$ cat src/rtl/dssa_pkg.sv
// Shared types and codes for the DMA stream slot allocator.
// Used by every module of the block; depends on nothing else.
package dssa_pkg;

	typedef enum logic [1:0] {
		REQ_ALLOC_SINGLE = 2'd0,
		REQ_ALLOC_CONT   = 2'd1,
		REQ_EVENT        = 2'd2,
		REQ_ABORT        = 2'd3
	} req_t;

	typedef enum logic [1:0] {
		MODE_IDLE   = 2'd0,
		MODE_SINGLE = 2'd1,
		MODE_CONT   = 2'd2
	} mode_t;

	typedef enum logic [1:0] {
		ST_OK       = 2'd0,
		ST_WAIT     = 2'd1,
		ST_NOMATCH  = 2'd2,
		ST_INACTIVE = 2'd3
	} status_t;

	localparam int MASK_W  = 16;
	localparam int INDEX_W = 4;
	localparam int CHAN_W  = 3;

	// One request as held in the input register.
	typedef struct packed {
		req_t                req_type;
		logic [MASK_W-1:0]   stream_mask;
		logic [CHAN_W-1:0]   request_channel;
		logic [INDEX_W-1:0]  stream_index;
		logic                error_flag;
		logic                complete_flag;
		logic                renew_buffer;
	} item_t;

	// One result as held in the output register.
	typedef struct packed {
		status_t             status;
		logic [INDEX_W-1:0]  granted_stream;
		logic [CHAN_W-1:0]   channel_select;
		logic                stream_released;
		logic                finished_buffer;
		logic                report_error;
	} res_t;

	// Write controls for the per-stream state.
	typedef struct packed {
		logic  mode_we;
		mode_t mode;
		logic  tgt_we;
		logic  tgt;
	} upd_t;

endpackage

$ cat src/rtl/dma_stream_slot_allocator_unit.sv
// DMA stream slot allocator, top level.
// A request in the input register passes the decision logic into the result register.
// Throughput: one request per cycle unless a stalled result blocks it; the per-stream state is read
// and written in the single stage between the input register and the result register.
// Reset (arst_n low) empties both registers and sets every stream idle with target 0.
// Depends on dssa_pkg, dssa_state and dssa_decide.
module dma_stream_slot_allocator_unit #(
	parameter int NUM_STREAMS = 16
) (
	input  logic                           clk,
	input  logic                           arst_n,
	input  logic                           in_valid,
	output logic                           in_stall,
	input  logic [1:0]                     req_type,
	input  logic [dssa_pkg::MASK_W-1:0]    stream_mask,
	input  logic [dssa_pkg::CHAN_W-1:0]    request_channel,
	input  logic [dssa_pkg::INDEX_W-1:0]   stream_index,
	input  logic                           error_flag,
	input  logic                           complete_flag,
	input  logic                           renew_buffer,
	output logic                           out_valid,
	input  logic                           out_stall,
	output logic [1:0]                     status,
	output logic [dssa_pkg::INDEX_W-1:0]   granted_stream,
	output logic [dssa_pkg::CHAN_W-1:0]    channel_select,
	output logic                           stream_released,
	output logic                           finished_buffer,
	output logic                           report_error
);

	localparam int IDX_W = $clog2(NUM_STREAMS);

	logic                              valid_s1;
	dssa_pkg::item_t                   item_s1;
	logic                              out_valid_q;
	dssa_pkg::res_t                    res_q;
	logic                              adv;
	dssa_pkg::res_t                    res;
	dssa_pkg::upd_t                    upd;
	logic [IDX_W-1:0]                  upd_idx;
	dssa_pkg::mode_t [NUM_STREAMS-1:0] modes;
	logic [NUM_STREAMS-1:0]            tgts;

	// The decision stage moves on whenever the result register is free or being taken.
	assign adv      = !out_valid_q || !out_stall;
	assign in_stall = valid_s1 && !adv;

	always_ff @(posedge clk or negedge arst_n) begin
		if (!arst_n) begin
			valid_s1 <= 1'b0;
		end else if (!in_stall) begin
			valid_s1 <= in_valid;
		end
	end

	always_ff @(posedge clk) begin
		if (in_valid && !in_stall) begin
			item_s1.req_type        <= dssa_pkg::req_t'(req_type);
			item_s1.stream_mask     <= stream_mask;
			item_s1.request_channel <= request_channel;
			item_s1.stream_index    <= stream_index;
			item_s1.error_flag      <= error_flag;
			item_s1.complete_flag   <= complete_flag;
			item_s1.renew_buffer    <= renew_buffer;
		end
	end

	dssa_state #(
		.NUM_STREAMS (NUM_STREAMS),
		.IDX_W       (IDX_W)
	) u_state (
		.clk     (clk),
		.arst_n  (arst_n),
		.upd     (upd),
		.upd_idx (upd_idx),
		.modes   (modes),
		.tgts    (tgts)
	);

	dssa_decide #(
		.NUM_STREAMS (NUM_STREAMS),
		.IDX_W       (IDX_W)
	) u_decide (
		.fire    (valid_s1 && adv),
		.item    (item_s1),
		.modes   (modes),
		.tgts    (tgts),
		.res     (res),
		.upd     (upd),
		.upd_idx (upd_idx)
	);

	always_ff @(posedge clk or negedge arst_n) begin
		if (!arst_n) begin
			out_valid_q <= 1'b0;
		end else if (adv) begin
			out_valid_q <= valid_s1;
		end
	end

	always_ff @(posedge clk) begin
		if (valid_s1 && adv) begin
			res_q <= res;
		end
	end

	assign out_valid       = out_valid_q;
	assign status          = res_q.status;
	assign granted_stream  = res_q.granted_stream;
	assign channel_select  = res_q.channel_select;
	assign stream_released = res_q.stream_released;
	assign finished_buffer = res_q.finished_buffer;
	assign report_error    = res_q.report_error;

endmodule

$ cat src/rtl/dssa_state.sv
// Per-stream mode and current-target registers with a single write port.
// Depends on dssa_pkg for the mode type and the write-control struct.
module dssa_state #(
	parameter int NUM_STREAMS = 16,
	parameter int IDX_W = $clog2(NUM_STREAMS)
) (
	input  logic                                  clk,
	input  logic                                  arst_n,
	input  dssa_pkg::upd_t                        upd,
	input  logic [IDX_W-1:0]                      upd_idx,
	output dssa_pkg::mode_t [NUM_STREAMS-1:0]     modes,
	output logic [NUM_STREAMS-1:0]                tgts
);

	dssa_pkg::mode_t [NUM_STREAMS-1:0] mode_q;
	logic [NUM_STREAMS-1:0]            tgt_q;

	always_ff @(posedge clk or negedge arst_n) begin
		if (!arst_n) begin
			for (int i = 0; i < NUM_STREAMS; i++) begin
				mode_q[i] <= dssa_pkg::MODE_IDLE;
			end
			tgt_q  <= '0;
		end else begin
			if (upd.mode_we) begin
				mode_q[upd_idx] <= upd.mode;
			end
			if (upd.tgt_we) begin
				tgt_q[upd_idx] <= upd.tgt;
			end
		end
	end

	assign modes = mode_q;
	assign tgts  = tgt_q;

endmodule

$ cat src/rtl/dssa_decide.sv
// Decision logic: lowest-idle-stream search for allocations and the
// event/abort rules, producing the result and the state write.
// Depends on dssa_pkg.
module dssa_decide #(
	parameter int NUM_STREAMS = 16,
	parameter int IDX_W = $clog2(NUM_STREAMS)
) (
	input  logic                                  fire,
	input  dssa_pkg::item_t                       item,
	input  dssa_pkg::mode_t [NUM_STREAMS-1:0]     modes,
	input  logic [NUM_STREAMS-1:0]                tgts,
	output dssa_pkg::res_t                        res,
	output dssa_pkg::upd_t                        upd,
	output logic [IDX_W-1:0]                      upd_idx
);

	// Only the streams that a 16-bit mask can name take part in a search.
	localparam int NSCAN = (NUM_STREAMS < dssa_pkg::MASK_W) ? NUM_STREAMS : dssa_pkg::MASK_W;

	logic             grant_ok;
	logic             wait_ok;
	logic [IDX_W-1:0] grant_idx;
	logic [IDX_W-1:0] sel;
	logic             in_range;
	dssa_pkg::mode_t  mode_at;
	logic             tgt_at;

	always_comb begin
		grant_ok  = 1'b0;
		wait_ok   = 1'b0;
		grant_idx = '0;
		// Scanning downward leaves the lowest matching stream as the winner.
		for (int i = NSCAN - 1; i >= 0; i--) begin
			if (item.stream_mask[i] && modes[i] == dssa_pkg::MODE_IDLE) begin
				grant_ok  = 1'b1;
				grant_idx = IDX_W'(i);
			end
			if (item.stream_mask[i] && modes[i] == dssa_pkg::MODE_SINGLE) begin
				wait_ok = 1'b1;
			end
		end
	end

	assign sel      = IDX_W'(item.stream_index);
	assign in_range = 32'(item.stream_index) < NUM_STREAMS;
	assign mode_at  = in_range ? modes[sel] : dssa_pkg::MODE_IDLE;
	assign tgt_at   = in_range ? tgts[sel] : 1'b0;

	always_comb begin
		dssa_pkg::upd_t u;
		u       = '0;
		u.mode  = dssa_pkg::MODE_IDLE;
		res     = '0;
		res.status = dssa_pkg::ST_OK;
		upd_idx = sel;
		case (item.req_type)
			dssa_pkg::REQ_ALLOC_SINGLE, dssa_pkg::REQ_ALLOC_CONT: begin
				if (grant_ok) begin
					u.mode_we = 1'b1;
					u.mode    = (item.req_type == dssa_pkg::REQ_ALLOC_SINGLE) ?
					            dssa_pkg::MODE_SINGLE : dssa_pkg::MODE_CONT;
					u.tgt_we  = 1'b1;
					u.tgt     = 1'b0;
					upd_idx   = grant_idx;
					res.granted_stream = dssa_pkg::INDEX_W'(grant_idx);
					res.channel_select = item.request_channel;
				end else if (wait_ok) begin
					res.status = dssa_pkg::ST_WAIT;
				end else begin
					res.status = dssa_pkg::ST_NOMATCH;
				end
			end
			dssa_pkg::REQ_ABORT: begin
				if (mode_at == dssa_pkg::MODE_IDLE) begin
					res.status = dssa_pkg::ST_INACTIVE;
				end else begin
					u.mode_we = 1'b1;
				end
			end
			dssa_pkg::REQ_EVENT: begin
				if (mode_at == dssa_pkg::MODE_IDLE) begin
					res.status = dssa_pkg::ST_INACTIVE;
				end else if (item.error_flag) begin
					u.mode_we           = 1'b1;
					res.stream_released = 1'b1;
					res.report_error    = 1'b1;
				end else if (item.complete_flag) begin
					if (mode_at == dssa_pkg::MODE_SINGLE) begin
						u.mode_we           = 1'b1;
						res.stream_released = 1'b1;
					end else begin
						// Continuous stream: report the buffer that just finished.
						res.finished_buffer = tgt_at;
						if (item.renew_buffer) begin
							u.tgt_we = 1'b1;
							u.tgt    = ~tgt_at;
						end else begin
							u.mode_we           = 1'b1;
							res.stream_released = 1'b1;
						end
					end
				end
			end
			default: begin
				res.status = dssa_pkg::ST_OK;
			end
		endcase
		u.mode_we = u.mode_we & fire;
		u.tgt_we  = u.tgt_we & fire;
		upd = u;
	end

endmodule

$ cat config.mk
export PLATFORM = sky130hd
export DESIGN_NAME = dma_stream_slot_allocator_unit
export DESIGN_NICKNAME = d
export VERILOG_FILES = /design/src/rtl/dssa_pkg.sv /design/src/rtl/dma_stream_slot_allocator_unit.sv /design/src/rtl/dssa_state.sv /design/src/rtl/dssa_decide.sv
export SDC_FILE = /design/constraint.sdc
export NUM_CORES = 1
export LEC_CHECK = 0
export BUFFER_PORTS_ARGS = -buffer_cell sky130_fd_sc_hd__buf_2
export CAP_MARGIN = 0
export CELL_PAD_IN_SITES_DETAIL_PLACEMENT = 1
export CELL_PAD_IN_SITES_GLOBAL_PLACEMENT = 2
export CORE_ASPECT_RATIO = 0.7
export CORE_MARGIN = 4
export CORE_UTILIZATION = 35
export CTS_BUF_LIST = sky130_fd_sc_hd__clkbuf_8
export DETAILED_ROUTE_END_ITERATION = 8
export GPL_ROUTABILITY_DRIVEN = 0
export PLACE_DENSITY = 0.76
export SETUP_SLACK_MARGIN = 0.3
export SLEW_MARGIN = 40
export SYNTH_ARGS = -nofsm -noshare
export SYNTH_HDL_FRONTEND = slang
export SYNTH_SLANG_ARGS = --single-unit
$ cat constraint.sdc
create_clock -name clk -period 3.7 [get_ports clk]
set_clock_uncertainty 0.1 [all_clocks]
set_input_delay 0.185 -clock clk [delete_from_list [all_inputs] [get_ports clk]]
set_output_delay 0.185 -clock clk [all_outputs]
set_load 0.01 [all_outputs]
## Yosys cells after proc, flatten, opt, wreduce, memory -nomap -nowiden

Index checks and enable logic that the tools add are counted.

- Bits in registers: 90
- Output and inout port bits: 14
- Word-level logic and storage cells: 208

- $lt $le $gt $ge: 3
- Equality and inequality tests: 20
- Muxes and demuxes: 84
- Bitwise gates (word level): 5
- Reduce and logical (&&, ||, !) cells: 64

Operator list:

| operator | count |
|---|---|
| $mux W4 | 18 |
| $mux W1 | 43 |
| $eq A2 B1 Y1 const B | 18 |
| $logic_and A1 B1 Y1 | 36 |
| $logic_not A2 Y1 | 18 |
| $bwmux W32 | 1 |
| $mux W2 | 13 |
| $bwmux W16 | 1 |
| $lt A4 B5 Y1 const B | 2 |
| $bmux W2 S4 | 1 |
| $demux W2 S4 | 1 |
| $pmux W2 S2 | 2 |
| $reduce_or A2 Y1 | 3 |
| $mux W5 | 1 |
| $reduce_or A5 Y1 | 1 |
| $bmux W1 S4 | 1 |
| $demux W1 S4 | 1 |
| $eq A2 B2 Y1 const B | 2 |
| $ge A4 B1 Y1 const B | 1 |
| $logic_not A1 Y1 | 4 |
| $not A1 Y1 | 3 |
| $pmux W1 S3 | 1 |
| $and A1 B1 Y1 | 2 |
| $reduce_and A2 Y1 | 1 |
| $logic_or A1 B1 Y1 | 1 |

## Depth between registers and ports, before layout

Gate-level depths: netlist of the first run.

- Word-level depth: 25
- Gate-level depth with buffers: 10
- Gate-level depth less buffers: 9

## By module

From an unflattened synthesis of the first run, not the netlist that was laid out.

- Cells, all modules: 327
- Area, all modules: 4415.5 µm²

By module, submodules not included:

| module | times used | cells an instance | area each (µm²) | sequential area each (µm²) |
|---|---|---|---|---|
| dssa_state | 1 | 147 | 1984.4 | 1201.2 |
| dma_stream_slot_allocator_unit | 1 | 48 | 1293.7 | 1251.2 |
| dssa_decide | 1 | 132 | 1137.3 | 0.0 |

## Worst setup path after synthesis of the first run

Ideal clock, no wire load.

- Path type: flip-flop to flip-flop
- Start point: reg item_s1[6] in the netlist's numbering
- End point: reg u_state.mode_q, in the netlist u_state.modes[1]
- Library setup time: 0.128 ns
- Arrival: 2.511 ns
- Required time: 3.472 ns
- Setup slack: 0.962 ns
- Cell stages (with the launch flop): 10
- Period minus slack after synthesis: 2.738 ns
- Path through: edfxtp_1 > buf_6 > mux4_2 > mux2i_1 > nand3_1 > a41oi_1 > nand2_1 > or3_4 > nor2_2 > mux2_1

- Word-level cells in the longest chain between the ends: 9

Ends and longest elaborated chain:

| element | RTL line | RTL |
|---|---|---|
| from (decl) | dma_stream_slot_allocator_unit.sv:34 | `dssa_pkg::item_t item_s1;` |
| $bmux W2 S4 | dssa_decide.sv:46 | `assign mode_at = in_range ? modes[sel] : dssa_pkg::MODE_IDLE;` |
| $mux W2 (not written as such) | dssa_decide.sv:46 |  |
| $eq A2 B1 Y1 | dssa_decide.sv:88 | `if (mode_at == dssa_pkg::MODE_SINGLE) begin` |
| $mux W1 | dssa_decide.sv:88 |  |
| $mux W1 | dssa_decide.sv:87 | `end else if (item.complete_flag) begin` |
| $mux W1 | dssa_decide.sv:83 | `end else if (item.error_flag) begin` |
| $mux W1 | dssa_decide.sv:81 | `if (mode_at == dssa_pkg::MODE_IDLE) begin` |
| $pmux W1 S3 | dssa_decide.sv:56 | `case (item.req_type)` |
| $and A1 B1 Y1 | dssa_decide.sv:108 | `u.mode_we = u.mode_we & fire;` |
| to (signal, indexed assignment) | dssa_state.sv:21 | `mode_q[i] <= dssa_pkg::MODE_IDLE;` |
| to (signal, indexed assignment) | dssa_state.sv:26 | `mode_q[upd_idx] <= upd.mode;` |
| to (decl) | dssa_state.sv:15 | `dssa_pkg::mode_t [NUM_STREAMS-1:0] mode_q;` |

Parallel ways exist; a longest one is shown, timed or not. The select of a mux whose other input is x is not followed.
A chain may end at the register's enable or synchronous reset.

## Final worst setup path of the first run

- Start point: reg u_state.mode_q, in the netlist u_state.modes[26]
- End point: reg u_state.mode_q, in the netlist u_state.modes[1]

- Word-level cells in the longest chain between the ends: 23

Ends and longest elaborated chain:

| element | RTL line | RTL |
|---|---|---|
| $logic_not A2 Y1 | dssa_decide.sv:34 | `if (item.stream_mask[i] && modes[i] == dssa_pkg::MODE_IDLE) begin` |
| $logic_and A1 B1 Y1 | dssa_decide.sv:34 |  |
| $mux W4 or $mux W1 (tied branches) (14 in a row) | dssa_decide.sv:34 |  |
| $mux W4 | dssa_decide.sv:58 | `if (grant_ok) begin` |
| $mux W4 | dssa_decide.sv:56 |  |
| $lt A4 B5 Y1 (not written as such) or $ge A4 B1 Y1 (tied branches) | dssa_state.sv:26 |  |
| $logic_and A1 B1 Y1 (not written as such) | dssa_state.sv:26 |  |
| $mux W2 (not written as such) | dssa_state.sv:26 |  |
| $demux W2 S4 | n/a |  |
| $bwmux W32 | dssa_state.sv:26 |  |

Parallel ways exist; a longest one is shown, timed or not. The select of a mux whose other input is x is not followed.

==> summary by stage, run 1 <==
Outcome
The flow ran to the end, and the final reports show no timing, DRC or antenna violations.

GRT
The number of antenna violations at the first check in global routing is 0. The global-route congestion overflow total is 0. The number of global-route vias before repair is 3,449. In the global route stage, overall resource usage came out at 0.184. The first global-routing pass estimated 20,700 µm of wire.

The largest net degree at the start of global routing is 51.

Floorplan
The starting density of the core is 0.362. The die is 104 µm tall. Measured along the x axis, the die boundary spans 144 µm.

Pin placement for this block handled 46 I/O pins. The number of standard-cell rows in the floorplan is 34. The die covers 0.0150 mm². The area of the core is 0.0126 mm².

Yosys
Yosys instantiated no cell more often than sky130_fd_sc_hd__dfrtp_1. The count of cell types in the netlist is 55. The gate count of the mapped netlist is 353. The area of the mapped netlist is 0.00456 mm².

The post-synthesis mux area share is 0.170. The area fraction of the dominant cell type after synthesis is 0.274. Of the total synthesized cell area, the portion taken by XOR and XNOR cells is 0.

The sequential share of the synthesized area is 0.537. The synthesized design contains 90 register bits. Counting every net in the synthesized netlist gives 385.

The compound-gate portion of the synthesized area is 0.0863. Sorting the synthesized cells by how often they occur yields sky130_fd_sc_hd__dfrtp_1 (50), sky130_fd_sc_hd__edfxtp_1 (40), sky130_fd_sc_hd__mux2_1 (32), sky130_fd_sc_hd__o31ai_1 (17). The post-synthesis cell type with the largest combined area is sky130_fd_sc_hd__dfrtp_1. The mean area per synthesized cell is 12.9 µm². Ranked by total cell area, the synthesized netlist is headed by sky130_fd_sc_hd__dfrtp_1 (27%), sky130_fd_sc_hd__edfxtp_1 (26%), sky130_fd_sc_hd__mux2_1 (7.9%), sky130_fd_sc_hd__mux4_2 (6.4%), sky130_fd_sc_hd__o31ai_1 (2.8%). Of all flip-flops after synthesis, the portion carrying an async set or reset was 0.556. For this run, the number of Yosys warnings is 0. The number of enable flip-flop cells after synthesis is 40. The main flop type after synthesis is sky130_fd_sc_hd__dfrtp_1. The post-synthesis simple-gate area fraction is 0.180. The main combinational cell family by area after synthesis is simple AND/OR/NAND/NOR gates. The post-synthesis share of cell area spent on full adders, half adders and majority gates is 0.

Cells and area
The number of nets at the end of the flow is 478. Once layout is complete, the cells apart from fillers number 613. The number of inserted filler cells in the final layout is 1,329.

Compared with the post-synthesis result, the final layout area differs by 23.1%. The repair_antennas step left the layout with diodes totalling 0. In the final layout, the share of cells above drive strength 1 is 0.248.

The utilization of the core after routing is 0.446.

Timing
The final-report hold violation count is 0. The headroom to the max-slew limit is 0.525. The total negative slack is 0 ps. At the pin with the least slew margin, the transition time is 713 ps. Based on the critical path, the design can be clocked at up to 0.305 GHz. Dividing the final minimum period by the clock period gives 0.886. The number of pins exceeding their max-slew limit in the final report is 0. Setup repair after global routing left no endpoint under its margin. For the finished layout, the period the worst path requires is 3280 ps.

The number of setup violations in the final report is 0.

Worst setup path
The critical path in this run is classified as reg -> reg. The worst setup path is launched from a flop. The startpoint of the worst-slack reg-to-reg timing path is u_state.modes[26]$_DFFE_PN0P_. Traced cell by cell, the critical path runs through nor3b_1, a21oi_1, or4_1, a31oi_1, nor2_1, o22ai_1, clkbuf_2, buf_4, nor2_2, mux2_1.

The type of destination of the critical path is a flop. The cell with the biggest individual delay on the critical path is sky130_fd_sc_hd__nor3b_1. The highest net fanout along the worst path is 5. The required time at the endpoint of the critical path is 3860 ps. The data arrival time of the critical path is 3440 ps.

The worst setup path startpoint is u_state.modes[26]$_DFFE_PN0P_. In this design, the stage delay of the slowest critical-path cell is 510 ps.

Detailed routing
The number of antenna-violating nets in the routed design is 0. The final routed wire length divided by cell count is 21.8 µm. The length of the first detailed-routing pass in iterations is 4.

The violation count after the first detailed-route iteration is 233. The total vias in the final route is 3,404. The number of remaining DRC errors is 0. The via-per-instance ratio is 5.55.

The total routed wirelength is 13,400 µm.

Clocking
The deepest level of the CTS H-tree is 3. Counting the buffers created by CTS gives 9. The maximum clock path buffer count is 2. The clock net in this run drives a total of 90 sinks. In this run the clock root is driven by a sky130_fd_sc_hd__clkbuf_8. The TritonCTS clock tree is done. The source-to-sink clock delay at the later pin of the worst-skew pair is 380 ps.

Clock-pin slew was measured on the worst setup and hold paths at 90 ps.

Run
The number of violations of the max-capacitance limit is 0.

Placement
The HPWL reported at the end of detailed placement is 9640 µm. The number of port buffers is 45. Once placement completed, the tool counted placed cells totaling 559.

Worst hold path
The worst hold-check path type is in -> async.

Pwr
IR analysis of the VDD net gives a maximum drop of 0.209 mV. Dividing total power by cell area gives a power density of 505 mW/mm². In this run the static leakage power is 2.32 nW.
[final cells by class]
cell class | count | area (µm²) | area share
Clock buffer | 9 | 124 | 0.0220
Sequential cell | 90 | 2450 | 0.437
Tap cell | 162 | 203 | 0.0361
Clock inverter | 7 | 86.3 | 0.0154
Timing Repair Buffer | 97 | 718 | 0.128
Multi-Input combinational cell | 242 | 2010 | 0.358
Inverter | 6 | 22.5 | 0.00401
[cell families after synthesis]
kind of cell	Yosys count
DFF	90
buffers and inverters	21
muxes	52
and+or+nand+nor	131
AOI/OAI and AO/OA	59
[worst max-delay path, delay by kind of cell (launching register included)]
kind | cells | cell delay (ps)
flops | 1 | 420
mux | 1 | 300
simple gates | 4 | 1070
compound gates | 3 | 830
buf+inv | 2 | 420
[metrics by stage]
step / hold slack, ps / setup slack [ps] / instance area (µm²) / power [W]
floorplan: -211 / 962 / 4560 / 0.00177
global route: 364 / 308 / 5620 / 0.00298
global placement: 261 / 365 / 5000 / 0.00205
finish: 301 / 421 / 5620 / 0.00284
CTS: 303 / 320 / 5520 / 0.00284
detailed placement: 177 / 358 / 5000 / 0.00207
[timing repair]
item,in CTS,in global routing
gates resized for setup,0,4
endpoints found under the hold margin,80,0
buffers inserted,0,6
setup endpoints to repair,0,32
hold buffers,31,0
[metal layers]
metal / wire length [µm] / global-route usage / share of wire
met1: 6710 / 0.289 / 0.50
met2: 5770 / 0.257 / 0.43
met3: 756 / 0.0424 / 0.057
met4: 129 / 0.0419 / 0.0096
met5: 0 / 0 / 0
[state kept, by name, summed over array words and instances (netlist names)]
register,cells
channel_select,3
granted_stream,4
status,2
finished_buffer,1
report_error,1
out_valid,1
u_state.tgts,16
stream_released,1
item_s1,28
u_state.modes,32
valid_s1,1
[report_power, final]
part | switching (W) | leakage, nW | internal [W]
Clock | 0.000355 | 0.105 | 0.000373
Combinational | 0.000421 | 1.15 | 0.000355
Sequential | 0.000150 | 1.07 | 0.00118
Total | 0.000927 | 2.32 | 0.00191
[cell usage in the layout, fill, tap and decap left out, types with 3 or more instances in the layout]
master,count
sky130_fd_sc_hd__dfrtp_1,50
sky130_fd_sc_hd__buf_2,44
sky130_fd_sc_hd__edfxtp_1,40
sky130_fd_sc_hd__mux2_1,32
sky130_fd_sc_hd__dlygate4sd3_1,31
sky130_fd_sc_hd__buf_4,19
sky130_fd_sc_hd__o31ai_1,17
sky130_fd_sc_hd__nand2_1,16
sky130_fd_sc_hd__nand3b_1,16
sky130_fd_sc_hd__nand2b_1,16
sky130_fd_sc_hd__o21ai_0,16
sky130_fd_sc_hd__nor2_1,14
sky130_fd_sc_hd__mux4_2,13
sky130_fd_sc_hd__nor3b_1,11
sky130_fd_sc_hd__clkbuf_8,9
sky130_fd_sc_hd__and2_1,8
sky130_fd_sc_hd__inv_1,7
sky130_fd_sc_hd__nor4_1,6
sky130_fd_sc_hd__a21oi_1,6
sky130_fd_sc_hd__o22ai_1,6
sky130_fd_sc_hd__nand4_1,5
sky130_fd_sc_hd__nand3_1,5
sky130_fd_sc_hd__nor3b_2,4
sky130_fd_sc_hd__nor3_1,4
sky130_fd_sc_hd__or3b_1,3
sky130_fd_sc_hd__mux4_1,3
sky130_fd_sc_hd__nor3_2,3
[worst paths after layout]
check | endpoint | depth (start not counted) | slack (ps)
worst min register to register | out_valid$_DFFE_PN0N_ | 1 | 400
min in group clk | out_valid$_DFFE_PN0N_ | 1 | 400
worst min-delay path | u_state.modes[11]$_DFFE_PN0P_ | 2 | 300
worst max-delay path | u_state.modes[1]$_DFFE_PN0P_ | 10 | 420
worst max register to register | u_state.modes[1]$_DFFE_PN0P_ | 10 | 420
max in group asynchronous | valid_s1$_DFFE_PN0N_ | 2 | 2730
No activity file was read; power rests on OpenSTA's default activity.
==> inputs of run 2 (changes only) <==
RECOVER_POWER = 50   (was not set)
==> run 2 against run 1 <==
  * Maximum frequency about the same
  * Critical path depth unchanged
  * Setup slack about the same
  * Clock power about the same
  * Cell count unchanged
==> summary by stage, run 2 (synthesized netlist as in run 1, its figures left out) <==
Floorplan
The number of standard-cell rows in the floorplan was 34 (unchanged). The count of pins on the block boundary came to 46 (unchanged). The die width is 144 µm (unchanged). The vertical extent of the die was 104 µm (unchanged). The starting density of the core was 0.362 (unchanged).

The full die area is 0.0150 mm² (unchanged). The area of the core is 0.0126 mm² (unchanged).

Clocking
The TritonCTS clock tree was done (unchanged). The clock input transition at the sequential cells of the worst setup and hold paths is 90 ps (about the same). The maximum clock path buffer count came to 2 (unchanged). The clock sink count is 90 (unchanged).

The clock tree root driver cell is sky130_fd_sc_hd__clkbuf_8 (unchanged). The source-to-sink clock delay at the later pin of the worst-skew pair is 380 ps (about the same). The deepest level of the CTS H-tree was 3 (unchanged). The CTS buffer count is 9 (unchanged).

Pwr
The worst vdd rail ir drop came to 0.209 mV (about the same). The power density normalized to cell area came to 507 mW/mm² (was 505 mW/mm²). The cell leakage power is 2.25 nW (was 2.32 nW). The post-route total power is 0.00283 W (was 0.00284 W).

Worst setup path
Ordered list of cells on the worst path: nor3b_1, a21oi_1, or4_1, a31oi_1, nor2_1, o22ai_1, clkbuf_2, buf_4, nor2_2, mux2_1 (unchanged). The cell with the biggest individual delay on the critical path is sky130_fd_sc_hd__nor3b_1 (unchanged). The type of destination of the critical path is a flop (unchanged).

The count of cells along the worst register-to-register path came to 10 (unchanged). The type of the worst setup path is reg -> reg (unchanged). The required time at the endpoint of the critical path is 3860 ps (about the same). The data arrival time of the critical path came to 3440 ps (about the same).

The kind of launch point of the worst setup path is a flop (unchanged). The maximum cell stage delay along the critical path came to 510 ps (about the same). The highest net fanout along the worst path was 5 (unchanged).

Timing
The headroom to the max-slew limit was 0.0769 (was 0.525). The final-report hold violation count is 0 (unchanged). The slew at the pin with the worst max-slew slack is 1380 ps (was 713 ps).

The total negative slack is 0 ps (unchanged). The number of pins exceeding their max-slew limit in the final report is 0 (unchanged). The share of the clock period used by the worst path after layout is 0.886 (about the same). RSZ-0062 raised after global routing: false (unchanged). The shortest clock period the worst path allows after layout came to 3280 ps (about the same).

The hold slack is 406 ps (was 301 ps). The highest achievable clock rate is 0.305 GHz (about the same). The number of setup violations in the final report is 0 (unchanged).

Worst hold path
The worst hold-check path type is reg -> reg (was in -> async). The worst hold path stage count is 1.

GRT
The total track usage is 0.184 (unchanged). The number of global-route vias before repair is 3,449 (unchanged). The first-pass GRT wire length is 20,700 µm (unchanged). The global-route congestion overflow total came to 0 (unchanged). The number of antenna violations at the first check in global routing is 0 (unchanged). The largest net degree at the start of global routing is 51 (unchanged).

Detailed routing
The via-per-instance ratio is 5.56 (was 5.55). The number of antenna-violating nets in the routed design was 0 (unchanged). The final routed wire length divided by cell count is 21.8 µm (about the same). The length of the first detailed-routing pass in iterations is 4 (unchanged).

The violation count after the first detailed-route iteration is 235 (was 233). The total routed wirelength is 13,400 µm (about the same). The number of remaining DRC errors is 0 (unchanged). The total vias in the final route is 3,406 (was 3,404).

Placement
The HPWL reported at the end of detailed placement is 9640 µm (unchanged). The number of port buffers is 45 (unchanged).

Cells and area
The most common cell after layout, fill and taps aside is sky130_fd_sc_hd__dfrtp_1 (unchanged). Commonest cells after routing, fill and taps aside: sky130_fd_sc_hd__dfrtp_1 (50), sky130_fd_sc_hd__edfxtp_1 (40), sky130_fd_sc_hd__mux2_1 (32) (was sky130_fd_sc_hd__dfrtp_1 (50), sky130_fd_sc_hd__buf_2 (44), sky130_fd_sc_hd__edfxtp_1 (40)). The fraction of final layout cells sized beyond drive strength 1 came to 0.202 (was 0.248). The layout-stage area growth over the synthesis result was 22.4% (was 23.1%). The number of nets at the end of the flow came to 478 (unchanged). The number of flip-flops under the largest register name is 32 (unchanged). The number of diodes is 0 (unchanged).

Outcome
Run status: finished, final reports clean (unchanged).

Run
The number of violations of the max-capacitance limit is 0 (unchanged).
run 2: changes by cell type in the layout (fill, tap and decap cells not counted):
cell / before / now
sky130_fd_sc_hd__buf_2: 44 / 24
sky130_fd_sc_hd__buf_4: 19 / 17
sky130_fd_sc_hd__clkbuf_1: 0 / 21
sky130_fd_sc_hd__clkbuf_2: 1 / 2
run 2: path summary, 6_finish.rpt:
path | start | to | slack (ps)
max in group asynchronous | arst_n | u_state.tgts[6]$_DFFE_PN0P_ | 2110
min in group asynchronous | arst_n | u_state.modes[11]$_DFFE_PN0P_ | 560
worst max register to register | u_state.modes[26]$_DFFE_PN0P_ | u_state.modes[1]$_DFFE_PN0P_ | 420
worst min-delay path | valid_s1$_DFFE_PN0N_ | out_valid$_DFFE_PN0N_ | 410
worst min register to register | valid_s1$_DFFE_PN0N_ | out_valid$_DFFE_PN0N_ | 410
worst max-delay path | u_state.modes[26]$_DFFE_PN0P_ | u_state.modes[1]$_DFFE_PN0P_ | 420
run 2: area by class of cell:
type                    count  area [µm²]
clock buffers               9         124
clock inverters             7        86.3
inverters                   6        22.5
fillers                  1337        7010
repair buffers             97         687
multi-input cells         242        2010
flip-flops and latches     90        2450
well taps                 162         203
run 2: through the flow:
stage / utilization / cell area [µm²] / instances / worst slack [ps]
2_1_floorplan: - / 4560 / 353 / 962
3_3_place_gp: 0.397 / 5000 / 559 / 365
3_5_place_dp: 0.397 / 5000 / 559 / 358
4_1_cts: 0.439 / 5520 / 606 / 320
5_1_grt: 0.444 / 5590 / 613 / 308
6_report: 0.444 / 5590 / 613 / 421
run 2: worst max-delay path: cells and delay by family, from the launching register on:
family / cells / cell delay (ps)
compound gates: 3 / 830
mux: 1 / 300
simple gates: 4 / 1070
buf+inv: 2 / 420
flops: 1 / 420
run 2: timing repair:
action	4_1_cts	5_1_grt
hold endpoints to repair	80	0
hold buffers	31	0
gates resized for setup	0	4
buffers inserted	0	6
endpoints found under the setup margin	0	32
run 2: report_power, final:
part	internal [W]	switching, W
clock network	0.000373	0.000355
registers	0.00118	0.000151
logic	0.000349	0.000420
total	0.00191	0.000926
run 2: routing by layer:
| layer | global-route usage | part of all wire | vias to the layer above |
|---|---|---|---|
| met3 | 0.0424 | 0.059 | 11 |
| met2 | 0.257 | 0.43 | 87 |
| met5 | 0 | 0 | - |
| li1 | - | - | 1554 |
| met1 | 0.289 | 0.50 | 1754 |
| met4 | 0.0419 | 0.0096 | 0 |
==> inputs of run 3 (changes only) <==
==> constraint.sdc (replaced) <==
create_clock -name clk -period 4.15 [get_ports clk]
set_clock_uncertainty 0.1 [all_clocks]
set_input_delay 0.2075 -clock clk [delete_from_list [all_inputs] [get_ports clk]]
set_output_delay 0.2075 -clock clk [all_outputs]
set_load 0.005 [all_outputs]
==> run 3 against run 2 <==
  * The run now ends with capacitance limit, slew limit left
  * First-iteration DRC count up 13%
  * Sequential cell count unchanged
  * Sequential share of layout area up 1.0 points
  * Core utilization down 0.99 points
  * Setup slack better by 94 ps
  * Critical path type unchanged
  * Largest power group unchanged
==> summary by stage, run 3 (synthesized netlist as in run 1, its figures left out) <==
Floorplan
The vertical extent of the die came to 104 µm (unchanged). The full die area is 0.0150 mm² (unchanged). The starting density of the core was 0.362 (unchanged). The count of pins on the block boundary was 46 (unchanged). The number of standard-cell rows in the floorplan is 34 (unchanged). The die width is 144 µm (unchanged).

The area of the core is 0.0126 mm² (unchanged).

Detailed routing
The total vias in the final route is 3,419 (was 3,406). The number of antenna-violating nets in the routed design is 0 (unchanged). The via-per-instance ratio is 5.68 (was 5.56).

The length of the first detailed-routing pass in iterations is 4 (unchanged). The final routed wire length divided by cell count came to 21.8 µm (about the same). The violation count after the first detailed-route iteration is 266 (was 235). The number of remaining DRC errors is 0 (unchanged).

The total routed wirelength is 13,100 µm (was 13,400 µm).

Timing
The highest achievable clock rate is 0.275 GHz (was 0.305 GHz). The hold slack is 416 ps (was 406 ps). RSZ-0062 raised after global routing: false (unchanged).

The final-report hold violation count is 0 (unchanged). The shortest clock period the worst path allows after layout is 3630 ps (was 3280 ps). The headroom to the max-slew limit is -0.931 (was 0.0769). The number of pins exceeding their max-slew limit in the final report came to 51 (was 0).

The share of the clock period used by the worst path after layout is 0.876 (was 0.886). The total negative slack is 0 ps (unchanged). The number of setup violations in the final report is 0 (unchanged).

The slew at the pin with the worst max-slew slack is 2900 ps (was 1380 ps).

Worst hold path
The worst hold-check path type is reg -> reg (unchanged).

Clocking
The source-to-sink clock delay at the later pin of the worst-skew pair is 370 ps (was 380 ps). The clock input transition at the sequential cells of the worst setup and hold paths is 90 ps (about the same). The TritonCTS clock tree is done (unchanged). The clock sink count is 90 (unchanged). The maximum clock path buffer count came to 2 (unchanged). The deepest level of the CTS H-tree was 3 (unchanged).

The CTS buffer count is 9 (unchanged). The clock tree root driver cell is sky130_fd_sc_hd__clkbuf_8 (unchanged).

Cells and area
The area occupied by multi-input gates was 0.00200 mm² (was 0.00201 mm²). Commonest cells after routing, fill and taps aside: sky130_fd_sc_hd__dfrtp_1 (50), sky130_fd_sc_hd__edfxtp_1 (40), sky130_fd_sc_hd__mux2_1 (32) (unchanged). The utilization of the core after routing came to 0.434 (was 0.444). The most common cell after layout, fill and taps aside is sky130_fd_sc_hd__dfrtp_1 (unchanged). The fraction of final layout cells sized beyond drive strength 1 is 0.186 (was 0.202).

The sequential cell area is 0.00245 mm² (unchanged). The layout-stage area growth over the synthesis result is 19.7% (was 22.4%). The number of inserted filler cells in the final layout was 1,329 (was 1,337). The number of nets at the end of the flow is 467 (was 478). The number of flip-flops under the largest register name is 32 (unchanged).

The number of diodes came to 0 (unchanged).

GRT
The global-route congestion overflow total is 0 (unchanged). The first-pass GRT wire length came to 20,500 µm (was 20,700 µm). The number of global-route vias before repair came to 3,538 (was 3,449). The total track usage is 0.181 (was 0.184). The largest net degree at the start of global routing is 51 (unchanged). The number of antenna violations at the first check in global routing is 0 (unchanged).

Worst setup path
The kind of launch point of the worst setup path is a flop (unchanged). The highest net fanout along the worst path is 13 (was 5). The data arrival time of the critical path is 3790 ps (was 3440 ps). The required time at the endpoint of the critical path is 4310 ps (was 3860 ps).

The type of the worst setup path is reg -> reg (unchanged). The type of destination of the critical path was a flop (unchanged).

Run
The number of violations of the max-capacitance limit is 1 (was 0).

Pwr
The worst vdd rail ir drop came to 0.186 mV (was 0.209 mV). The cell leakage power is 2.19 nW (was 2.25 nW). The power density normalized to cell area is 446 mW/mm² (was 507 mW/mm²).

Placement
The HPWL reported at the end of detailed placement is 9620 µm (was 9640 µm). The number of port buffers is 45 (unchanged).

Outcome
Run status: complete, but fails checks (was finished, final reports clean). The checks that failed: capacitance limit, slew limit.
==> run 3: per-layer routing <==
metal,GRT usage,share of wire,wire [µm],up-vias
met4,0.0360,0.0098,129,0
li1,-,-,-,1533
met2,0.253,0.42,5550,116
met5,0,0,0,-
met1,0.288,0.50,6620,1758
met3,0.0382,0.063,833,12
==> run 3: critical path: stages, from the launching register on <==
cell and delay, ps:
sky130_fd_sc_hd__edfxtp_1 860, sky130_fd_sc_hd__mux4_2 610, sky130_fd_sc_hd__mux2i_1 260, sky130_fd_sc_hd__nand3_1 110, sky130_fd_sc_hd__a41oi_1 360, sky130_fd_sc_hd__nand2_1 160
sky130_fd_sc_hd__nor3_1 530, sky130_fd_sc_hd__nand2b_1 190, sky130_fd_sc_hd__mux2_1 340
==> run 3: power by group <==
part	switching, W	internal, W
Clock	0.000317	0.000291
Combinational	0.000361	0.000280
Sequential	0.000129	0.00106
==> run 3: path summary, 6_finish.rpt <==
| kind | endpoint | cells after the start | slack (ps) | from |
|---|---|---|---|---|
| min | u_state.tgts[7]$_DFFE_PN0P_ | 2 | 420 | u_state.tgts[7]$_DFFE_PN0P_ |
| max reg2reg | u_state.modes[4]$_DFFE_PN0P_ | 8 | 520 | item_s1[6]$_DFFE_PP_ |
| min reg2reg | u_state.tgts[7]$_DFFE_PN0P_ | 2 | 420 | u_state.tgts[7]$_DFFE_PN0P_ |
| max in group asynchronous | u_state.tgts[5]$_DFFE_PN0P_ | 3 | 1010 | arst_n |
| min in group asynchronous | u_state.modes[11]$_DFFE_PN0P_ | 3 | 1300 | arst_n |
| max | u_state.modes[4]$_DFFE_PN0P_ | 8 | 520 | item_s1[6]$_DFFE_PP_ |
==> run 3: final cells by class <==
| type | count | area share |
|---|---|---|
| inverters | 6 | 0.00412 |
| clock inverters | 6 | 0.0105 |
| flip-flops and latches | 90 | 0.449 |
| clock buffers | 10 | 0.0252 |
| well taps | 162 | 0.0371 |
| multi-input cells | 242 | 0.366 |
| repair buffers | 86 | 0.108 |
==> run 3: metrics by stage <==
stage,power [W],worst slack [ps],std cells,cell area [µm²]
3_5_place_dp,0.00181,561,554,4970
2_1_floorplan,0.00157,1410,353,4560
6_report,0.00243,515,602,5460
4_1_cts,0.00244,538,601,5470
5_1_grt,0.00255,342,602,5460
3_3_place_gp,0.00179,551,554,4960
==> run 3: what timing repair did <==
item / 4_1_cts / 5_1_grt
buffers inserted: 0 / 0
hold buffers: 31 / 0
gates resized for setup: 0 / 0
hold endpoints to repair: 80 / 0
